--- src/srde_pkg.sv ---
package srde_pkg;

    localparam int NUM_W        = 32;
    localparam int MAG_W        = NUM_W + 1;
    localparam int CHAR_W       = 8;
    localparam int LEN_W        = 6;
    localparam int CFG_W        = 64;
    localparam int CFG_IDX_W    = 3;
    localparam int SYM_WORDS    = 4;
    localparam int SYMS_PER_WORD = CFG_W / CHAR_W;
    localparam int MAX_BASE_DEF = 32;
    localparam int MIN_BASE     = 2;

    // Digit stack depth; the longest digit string is 2**31 in base two.
    localparam int MAX_DIGITS   = MAG_W;

    // Quotient bits resolved per divider cycle.
    localparam int DIV_STEP     = 8;
    localparam int DIV_CHUNKS   = (MAG_W + DIV_STEP - 1) / DIV_STEP;
    localparam int DIV_W        = DIV_CHUNKS * DIV_STEP;

    localparam logic [CFG_IDX_W-1:0] REG_BASE_LENGTH = 3'd0;
    localparam logic [CFG_IDX_W-1:0] REG_SYMBOLS_0   = 3'd1;
    localparam logic [CFG_IDX_W-1:0] REG_SYMBOLS_1   = 3'd2;
    localparam logic [CFG_IDX_W-1:0] REG_SYMBOLS_2   = 3'd3;
    localparam logic [CFG_IDX_W-1:0] REG_SYMBOLS_3   = 3'd4;

    localparam logic [CHAR_W-1:0] CHAR_MINUS = 8'h2D;
    localparam logic [CHAR_W-1:0] CHAR_PLUS  = 8'h2B;
    localparam logic [CHAR_W-1:0] CHAR_SPACE = 8'h20;
    localparam logic [CHAR_W-1:0] CHAR_NUL   = 8'h00;

    typedef struct packed {
        logic start;
        logic sweep_inc;
        logic div_step;
        logic digit_write;
        logic load_sign;
        logic load_digit;
        logic out_take;
    } srde_cmd_t;

    typedef struct packed {
        logic len_ok;
        logic sym_bad;
        logic sweep_end;
        logic chunk_last;
        logic quot_zero;
        logic nd_full;
        logic neg;
        logic out_last;
    } srde_status_t;

endpackage

--- src/srde_ram.sv ---
module srde_ram #(
    parameter int WIDTH = 8,
    parameter int DEPTH = 32
) (
    input  logic                     clk,
    input  logic                     we,
    input  logic [$clog2(DEPTH)-1:0] waddr,
    input  logic [WIDTH-1:0]         wdata,
    input  logic [$clog2(DEPTH)-1:0] raddr,
    output logic [WIDTH-1:0]         rdata
);

    logic [WIDTH-1:0] mem [DEPTH];
    logic [WIDTH-1:0] rdata_reg;

    always_ff @(posedge clk)
    begin
        if (we)
        begin
            mem[waddr] <= wdata;
        end
        rdata_reg <= mem[raddr];
    end

    assign rdata = rdata_reg;

endmodule

--- src/srde_datapath.sv ---
module srde_datapath
    import srde_pkg::*;
#(
    parameter int MAX_BASE = MAX_BASE_DEF
) (
    input  logic                    clk,
    input  logic                    rst_n,
    input  logic                    cfg_wr_en,
    input  logic [CFG_IDX_W-1:0]    cfg_index,
    input  logic [CFG_W-1:0]        cfg_wdata,
    input  logic signed [NUM_W-1:0] number,
    output logic [CHAR_W-1:0]       character,
    output logic                    last,
    output logic                    out_valid,
    input  srde_cmd_t               cmd,
    output srde_status_t            status
);

    localparam int DIG_W   = $clog2(MAX_BASE);
    localparam int ADDR_W  = $clog2(MAX_DIGITS);
    localparam int CNT_W   = $clog2(MAX_DIGITS + 1);
    localparam int CHUNK_W = $clog2(DIV_CHUNKS);

    logic [LEN_W-1:0]  base_length_reg;
    logic [CFG_W-1:0]  sym_words_reg [SYM_WORDS];
    logic [CHAR_W-1:0] sym [MAX_BASE];

    logic [DIG_W-1:0]   sweep_idx_reg;
    logic               neg_reg;
    logic [DIV_W-1:0]   work_reg;
    logic [DIV_W-1:0]   work_next;
    logic [DIG_W-1:0]   rem_reg;
    logic [DIG_W-1:0]   rem_next;
    logic [CHUNK_W-1:0] chunk_reg;
    logic [CNT_W-1:0]   nd_reg;
    logic [ADDR_W-1:0]  rd_ptr_reg;
    logic [DIG_W-1:0]   rd_digit;

    logic               out_valid_reg;
    logic [CHAR_W-1:0]  char_reg;
    logic               last_reg;

    logic [CHAR_W-1:0]  sym_cur;
    logic [MAX_BASE-1:0] dup_vec;
    logic [LEN_W-1:0]   len_m1;
    logic [DIG_W:0]     len_div;
    logic [MAG_W-1:0]   num_ext;
    logic [MAG_W-1:0]   mag;

    // configuration registers
    always_ff @(posedge clk or negedge rst_n)
    begin
        if (!rst_n)
        begin
            base_length_reg <= '0;
            for (int w = 0; w < SYM_WORDS; w++)
            begin
                sym_words_reg[w] <= '0;
            end
        end
        else if (cfg_wr_en)
        begin
            unique case (cfg_index)
                REG_BASE_LENGTH: base_length_reg  <= cfg_wdata[LEN_W-1:0];
                REG_SYMBOLS_0:   sym_words_reg[0] <= cfg_wdata;
                REG_SYMBOLS_1:   sym_words_reg[1] <= cfg_wdata;
                REG_SYMBOLS_2:   sym_words_reg[2] <= cfg_wdata;
                REG_SYMBOLS_3:   sym_words_reg[3] <= cfg_wdata;
                default: ;
            endcase
        end
    end

    for (genvar gi = 0; gi < MAX_BASE; gi++)
    begin : g_sym
        assign sym[gi] = sym_words_reg[gi / SYMS_PER_WORD][(gi % SYMS_PER_WORD) * CHAR_W +: CHAR_W];
    end

    // alphabet check, one symbol per cycle against all later ones
    assign sym_cur = sym[sweep_idx_reg];
    assign len_m1  = base_length_reg - LEN_W'(1);

    always_comb
    begin
        for (int j = 0; j < MAX_BASE; j++)
        begin
            dup_vec[j] = (DIG_W'(j) > sweep_idx_reg) && (LEN_W'(j) < base_length_reg)
                         && (sym[j] == sym_cur);
        end
    end

    // magnitude in 33 bits so that the most negative number is exact
    assign num_ext = {number[NUM_W-1], number};
    assign mag     = number[NUM_W-1] ? (~num_ext + MAG_W'(1)) : num_ext;

    // restoring division, DIV_STEP quotient bits per cycle
    assign len_div = base_length_reg[DIG_W:0];

    always_comb
    begin
        logic [DIG_W:0]   t;
        logic [DIG_W:0]   sub;
        logic [DIG_W-1:0] r;
        logic [DIV_W-1:0] w;
        logic             q;
        r = rem_reg;
        w = work_reg;
        for (int k = 0; k < DIV_STEP; k++)
        begin
            t   = {r, w[DIV_W-1]};
            sub = t - len_div;
            q   = (t >= len_div);
            r   = q ? sub[DIG_W-1:0] : t[DIG_W-1:0];
            w   = {w[DIV_W-2:0], q};
        end
        rem_next  = r;
        work_next = w;
    end

    always_ff @(posedge clk or negedge rst_n)
    begin
        if (!rst_n)
        begin
            sweep_idx_reg <= '0;
            chunk_reg     <= '0;
            nd_reg        <= '0;
            rd_ptr_reg    <= '0;
            out_valid_reg <= 1'b0;
        end
        else
        begin
            if (cmd.start)
            begin
                sweep_idx_reg <= '0;
                chunk_reg     <= '0;
                nd_reg        <= '0;
            end
            if (cmd.sweep_inc)
            begin
                sweep_idx_reg <= sweep_idx_reg + DIG_W'(1);
            end
            if (cmd.div_step)
            begin
                chunk_reg <= chunk_reg + CHUNK_W'(1);
            end
            if (cmd.digit_write)
            begin
                chunk_reg  <= '0;
                nd_reg     <= nd_reg + CNT_W'(1);
                rd_ptr_reg <= nd_reg[ADDR_W-1:0];
            end
            if (cmd.load_digit)
            begin
                rd_ptr_reg <= rd_ptr_reg - ADDR_W'(1);
            end
            if (cmd.load_sign || cmd.load_digit)
            begin
                out_valid_reg <= 1'b1;
            end
            else if (cmd.out_take)
            begin
                out_valid_reg <= 1'b0;
            end
        end
    end

    always_ff @(posedge clk)
    begin
        if (cmd.start)
        begin
            neg_reg  <= number[NUM_W-1];
            work_reg <= {{(DIV_W - MAG_W){1'b0}}, mag};
            rem_reg  <= '0;
        end
        if (cmd.div_step)
        begin
            work_reg <= work_next;
            rem_reg  <= rem_next;
        end
        if (cmd.digit_write)
        begin
            rem_reg <= '0;
        end
        if (cmd.load_sign)
        begin
            char_reg <= CHAR_MINUS;
            last_reg <= 1'b0;
        end
        if (cmd.load_digit)
        begin
            char_reg <= sym[rd_digit];
            last_reg <= (rd_ptr_reg == '0);
        end
    end

    // digit stack, written least significant first, read back in reverse
    srde_ram #(
        .WIDTH (DIG_W),
        .DEPTH (MAX_DIGITS)
    ) u_digit_ram (
        .clk   (clk),
        .we    (cmd.digit_write),
        .waddr (nd_reg[ADDR_W-1:0]),
        .wdata (rem_reg),
        .raddr (rd_ptr_reg),
        .rdata (rd_digit)
    );

    assign status.len_ok = (base_length_reg >= LEN_W'(MIN_BASE))
                           && (base_length_reg <= LEN_W'(MAX_BASE));
    assign status.sym_bad = (sym_cur == CHAR_PLUS) || (sym_cur == CHAR_MINUS)
                            || (sym_cur == CHAR_SPACE) || (sym_cur == CHAR_NUL)
                            || (|dup_vec);
    assign status.sweep_end  = (sweep_idx_reg == len_m1[DIG_W-1:0]);
    assign status.chunk_last = (chunk_reg == CHUNK_W'(DIV_CHUNKS - 1));
    assign status.quot_zero  = (work_reg == '0);
    assign status.nd_full    = (nd_reg == CNT_W'(MAX_DIGITS - 1));
    assign status.neg        = neg_reg;
    assign status.out_last   = last_reg;

    assign out_valid = out_valid_reg;
    assign character = char_reg;
    assign last      = last_reg;

endmodule

--- src/srde_ctrl.sv ---
module srde_ctrl
    import srde_pkg::*;
(
    input  logic         clk,
    input  logic         rst_n,
    input  logic         in_valid,
    output logic         in_ready,
    input  logic         out_ready,
    output srde_cmd_t    cmd,
    input  srde_status_t status
);

    localparam logic [3:0] ST_IDLE  = 4'd0;
    localparam logic [3:0] ST_CHECK = 4'd1;
    localparam logic [3:0] ST_SWEEP = 4'd2;
    localparam logic [3:0] ST_DIV   = 4'd3;
    localparam logic [3:0] ST_DWR   = 4'd4;
    localparam logic [3:0] ST_SIGN  = 4'd5;
    localparam logic [3:0] ST_RD    = 4'd6;
    localparam logic [3:0] ST_LD    = 4'd7;
    localparam logic [3:0] ST_SEND  = 4'd8;

    logic [3:0] state_reg;
    logic [3:0] state_next;

    always_ff @(posedge clk or negedge rst_n)
    begin
        if (!rst_n)
        begin
            state_reg <= ST_IDLE;
        end
        else
        begin
            state_reg <= state_next;
        end
    end

    always_comb
    begin
        state_next = state_reg;
        cmd        = '0;
        unique case (state_reg)
            ST_IDLE:
            begin
                if (in_valid)
                begin
                    cmd.start  = 1'b1;
                    state_next = ST_CHECK;
                end
            end
            ST_CHECK:
            begin
                state_next = status.len_ok ? ST_SWEEP : ST_IDLE;
            end
            ST_SWEEP:
            begin
                if (status.sym_bad)
                begin
                    state_next = ST_IDLE;
                end
                else if (status.sweep_end)
                begin
                    state_next = ST_DIV;
                end
                else
                begin
                    cmd.sweep_inc = 1'b1;
                end
            end
            ST_DIV:
            begin
                cmd.div_step = 1'b1;
                if (status.chunk_last)
                begin
                    state_next = ST_DWR;
                end
            end
            ST_DWR:
            begin
                cmd.digit_write = 1'b1;
                if (status.quot_zero || status.nd_full)
                begin
                    state_next = status.neg ? ST_SIGN : ST_RD;
                end
                else
                begin
                    state_next = ST_DIV;
                end
            end
            ST_SIGN:
            begin
                cmd.load_sign = 1'b1;
                state_next    = ST_SEND;
            end
            ST_RD:
            begin
                state_next = ST_LD;
            end
            ST_LD:
            begin
                cmd.load_digit = 1'b1;
                state_next     = ST_SEND;
            end
            ST_SEND:
            begin
                if (out_ready)
                begin
                    cmd.out_take = 1'b1;
                    state_next   = status.out_last ? ST_IDLE : ST_RD;
                end
            end
            default:
            begin
                state_next = ST_IDLE;
            end
        endcase
    end

    assign in_ready = (state_reg == ST_IDLE);

endmodule

--- src/signed_radix_digit_emitter_top.sv ---
// Signed radix digit emitter: takes one signed 32-bit number per request and
// sends it out as a string of 8-bit characters in the radix held in
// base_length (register 0), using the alphabet packed one byte per symbol in
// registers 1 to 4 (symbol 0 in the low byte of register 1). A negative number
// starts with '-', digits follow most significant first, and last marks the
// final character. The most negative number converts exactly. If the alphabet
// is invalid (length below 2 or above MAX_BASE, a '+', '-', space or zero byte
// among the used symbols, or a symbol used twice) the request is consumed and
// nothing is sent. One request is in flight at a time: in_ready is high only
// while the block is idle. A request passes through a length check, then a
// check of each used alphabet symbol in turn, then for each digit a shared
// divider resolving 8 quotient bits per cycle followed by a push of the digit
// onto the digit stack RAM, then for each digit character sent a stack read,
// a load and a hand-off, and for a leading minus a load and a hand-off; the
// hand-off waits while out_ready is held low. No clearing pass follows reset.
module signed_radix_digit_emitter_top
    import srde_pkg::*;
#(
    parameter int MAX_BASE = MAX_BASE_DEF
) (
    input  logic                    clk,
    input  logic                    rst_n,
    // configuration write port
    input  logic                    cfg_wr_en,
    input  logic [CFG_IDX_W-1:0]    cfg_index,
    input  logic [CFG_W-1:0]        cfg_wdata,
    // number request
    input  logic                    in_valid,
    output logic                    in_ready,
    input  logic signed [NUM_W-1:0] number,
    // character results
    output logic                    out_valid,
    input  logic                    out_ready,
    output logic [CHAR_W-1:0]       character,
    output logic                    last
);

    srde_cmd_t    cmd;
    srde_status_t status;

    // sequencer: check alphabet, divide, then drain the digit stack
    srde_ctrl u_ctrl (
        .clk       (clk),
        .rst_n     (rst_n),
        .in_valid  (in_valid),
        .in_ready  (in_ready),
        .out_ready (out_ready),
        .cmd       (cmd),
        .status    (status)
    );

    // registers, divider, digit stack and output register
    srde_datapath #(
        .MAX_BASE (MAX_BASE)
    ) u_datapath (
        .clk       (clk),
        .rst_n     (rst_n),
        .cfg_wr_en (cfg_wr_en),
        .cfg_index (cfg_index),
        .cfg_wdata (cfg_wdata),
        .number    (number),
        .character (character),
        .last      (last),
        .out_valid (out_valid),
        .cmd       (cmd),
        .status    (status)
    );

endmodule

--- config.mk ---
export PLATFORM = sky130hd
export DESIGN_NAME = signed_radix_digit_emitter_top
export DESIGN_NICKNAME = d
export VERILOG_FILES = /design/src/srde_pkg.sv /design/src/srde_ram.sv /design/src/srde_datapath.sv /design/src/srde_ctrl.sv /design/src/signed_radix_digit_emitter_top.sv
export SDC_FILE = /design/constraint.sdc
export NUM_CORES = 1
export LEC_CHECK = 0
export ABC_CLOCK_PERIOD_IN_PS = 25000
export BUFFER_PORTS_ARGS = -buffer_cell sky130_fd_sc_hd__buf_2
export CAP_MARGIN = 0
export CELL_PAD_IN_SITES_DETAIL_PLACEMENT = 1
export CELL_PAD_IN_SITES_GLOBAL_PLACEMENT = 1
export CORE_MARGIN = 1.5
export CORE_UTILIZATION = 53
export CTS_CLUSTER_DIAMETER = 150
export CTS_CLUSTER_SIZE = 14
export DETAILED_ROUTE_END_ITERATION = 16
export MAX_ROUTING_LAYER = met4
export PLACE_DENSITY = 0.83
export SETUP_SLACK_MARGIN = 0.15
export SLEW_MARGIN = 5
export SYNTH_ARGS = -nofsm -noshare
export SYNTH_HDL_FRONTEND = slang
export SYNTH_SLANG_ARGS = --single-unit
--- constraint.sdc ---
create_clock -name clk -period 25 [get_ports clk]
set_input_delay 1.25 -clock clk [delete_from_list [all_inputs] [get_ports clk]]
set_output_delay 1.25 -clock clk [all_outputs]
set_load 0.03 [all_outputs]
==> results_dict.tcl <==
set metrics [dict create \
    pin_count 115 \
    maxCapViolCount 0 \
    gp_congestion 0.991 \
    fillCellCount 5611 \
    syn_avg_cell_area_sq_um 12.5 \
    cts-buffers-inserted 42 \
    synth_cells 2428 \
    grt_overflow 0 \
    syn-cell-area_sq_mm 0.0304 \
    die_x_um 242 \
    gr-usage-all-layers_pct 35.7 \
    synthXorXnorAreaFrac_pct 8.91 \
    dp_hpwl_mm 72.9 \
    dr.pass1.iters 5 \
    rows 87 \
    hold_start "u_datapath.u_digit_ram.mem[32][4]" \
    antenna_found_initial 6 \
    finalNetCount 2634 \
    synth_top_family_by_area "multiplexers" \
    antenna_left 0 \
    synth_nets 2601 \
    synth_simple_gate_area_share_pct 7.68 \
    cts_resized 0 \
    hold_buffers 0 \
    portBuffers 114 \
    core_sq_mm 0.0565 \
    wirelength_mm 101 \
    min_path_type "register to register" \
    synthMuxAreaShare_pct 24.8 \
    synth-seq-cells 512 \
    syn2layout_area_growth_pct 7.04 \
    rsz0062_at_grt "no" \
    fin_area_sq_mm 0.0325 \
    fin_crit_sh_pct 66.3 \
    vias 21700 \
    yosys_warnings 0 \
    async_flop_share_pct 56.1 \
    viasPerCell 6.68 \
    max_freq_mhz 60.3 \
    h-tree-depth 2 \
    status "completed" \
    required_ns 25.43 \
    largest_reg_flops 256 \
    worst-setup-path-type "register to register" \
    fin_worst_skew_ns 0.0614 \
    hold_viol 0 \
    worst_pin_slew_ns 1.34 \
    finalCriticalPeriod_ns 16.58 \
    cp.arrival_ns 17.01 \
    grt_pass1_wl_mm 152 \
    synthAdderAreaFrac_pct 3.04 \
    relSlewSlack_pct 10.6 \
    cts_root_buf "clkbuf_16" \
    ys.flop_type "dfrtp_1" \
    grt_pass1_vias 22600 \
    drt_first_iter_violations 2220 \
    layout_commonest_cell "dfrtp_1" \
    grt_start_max_net_pins 167 \
    path_buf_inv 2 \
    crit_fanout 15 \
    path_clk_slew_ns 0.08 \
    post_cts_buffers 0 \
    crit_cells 62 \
    crit_path_start "u_datapath.base_length_reg[1]" \
    drc 0 \
    cts_tree "yes" \
    cpLargestDelayFamily "compound AO/OA/AOI/OAI gates" \
    slew_viol_final 0 \
    final-setup-viol-count 0 \
    worst_path_most_repeated_cell "o21ai_0" \
    hold_depth 2 \
    synth_cell_types 68 \
    layout_common_cells "dfrtp_1, mux2_2, xor2_1" \
    r2r_cells 62 \
    chipHeight_um 242 \
    end_kind "register" \
    clk-insertion-delay-late_ns 0.63 \
    start_util_pct 53.8 \
    worstReg2RegStart "u_datapath.base_length_reg[1]" \
    layout-drive-gt1-share_pct 25.5 \
    synth_edf_count 215 \
    die_area_sq_mm 0.0588 \
    dpl-instance-area_sq_mm 0.0313 \
    fin_setup_tns_ns 0 \
    cp_slowest_cell "dfrtp_1" \
    routedWlPerCell_um 31.2 \
    startpoint_type "register" \
    clockBufferDepth 3 \
    synth_compound_area_share_pct 6.48 \
    clock_sinks 512 \
    slowest_delay_ns 0.84 \
    seq_area_frac_synth_pct 45.5 \
]
## synth_stat cells (3+ instances only)
master,instances,area share (%)
or4_1,6,0.15
nor4_1,71,1.5
ha_1,61,2.5
and2_1,11,0.23
nor2b_1,11,0.23
nor3b_1,5,0.12
clkbuf_1,92,1.1
a21oi_1,50,0.82
nand4_2,5,0.21
o211ai_1,4,0.099
dfrtp_1,287,24
o41ai_1,8,0.23
nand3b_1,3,0.074
buf_1,14,0.17
nand2b_1,13,0.27
inv_1,51,0.63
nor3_1,17,0.28
a31oi_1,6,0.12
buf_2,12,0.20
a21o_1,21,0.52
nand3_1,49,0.81
mux2i_1,122,4.0
buf_8,7,0.35
o21ai_0,108,1.8
edfxtp_1,215,21
xor2_1,226,6.5
nand4_1,19,0.39
nand2_1,122,1.5
mux2_2,283,10
o21ai_1,28,0.46
fa_1,8,0.53
mux2_1,8,0.30
dfxtp_1,10,0.66
o2111ai_1,3,0.086
mux4_2,135,10
buf_4,8,0.20
a41o_1,3,0.099
or3_1,8,0.16
xnor2_1,83,2.4
o31ai_1,15,0.37
nor2_1,92,1.1
buf_6,21,0.78
o22ai_1,65,1.3
and3_1,7,0.14
## cells by family (layout without fill, tap and decap cells)
logic type / count (synthesis) / in the layout
flops: 512 / 512
simple gates: 452 / 452
compound gates: 330 / 330
xor+xnor: 309 / 309
fa+ha+maj: 69 / 69
mux: 548 / 548
buf+inv: 208 / 262
other cells: 0 / 5
## cell type report
class / instances / area [sq um] / share of cell area (%)
Antenna cell: 5 / 12.5 / 0.0385
Clock buffer: 61 / 1120 / 3.45
Clock inverter: 4 / 78.8 / 0.242
Inverter: 53 / 199 / 0.612
Multi-Input combinational cell: 1708 / 15500 / 47.7
Sequential cell: 512 / 13800 / 42.6
Tap cell: 756 / 946 / 2.91
Timing Repair Buffer: 144 / 818 / 2.52
## worst min-delay path, stage by stage (launching register included)
cell and delay, ns:
edfxtp_1 0.32, nand2_1 0.05, o21ai_0 0.07
## metrics by stage
| stage | utilization [%] | std cells | worst slack [ns] | hold slack (ns) |
|---|---|---|---|---|
| 6_report | 57.6 | 3243 | 8.42 | 0.471 |
| 5_1_grt | 57.6 | 3243 | 6.77 | 0.499 |
| 4_1_cts | 57.6 | 3238 | 8.37 | 0.473 |
| 3_5_place_dp | 55.4 | 3173 | 8.49 | 0.465 |
| 3_3_place_gp | 55.4 | 3173 | 9.58 | 0.443 |
| 2_1_floorplan | - | 2428 | 11.11 | 0.418 |
## per-layer routing
layer	GRT usage [%]	share of wire (%)
met1	49.9	43
met3	7.69	8.7
met2	53.5	46
met5	-	0
met4	8.14	2.2
## worst paths after layout
check                      slack, ns                         endpoint
max                             8.42            u_datapath.rem_reg[2]
min                             0.47  u_datapath.u_digit_ram.rdata[4]
max reg2reg                     8.42            u_datapath.rem_reg[2]
min reg2reg                     0.47  u_datapath.u_digit_ram.rdata[4]
max in group asynchronous      22.77              u_datapath.sym[237]
min in group asynchronous       0.68              u_datapath.sym[158]
Power is not shown: default switching activity piles up to over one toggle a cycle in this logic, so the estimate is an artifact.
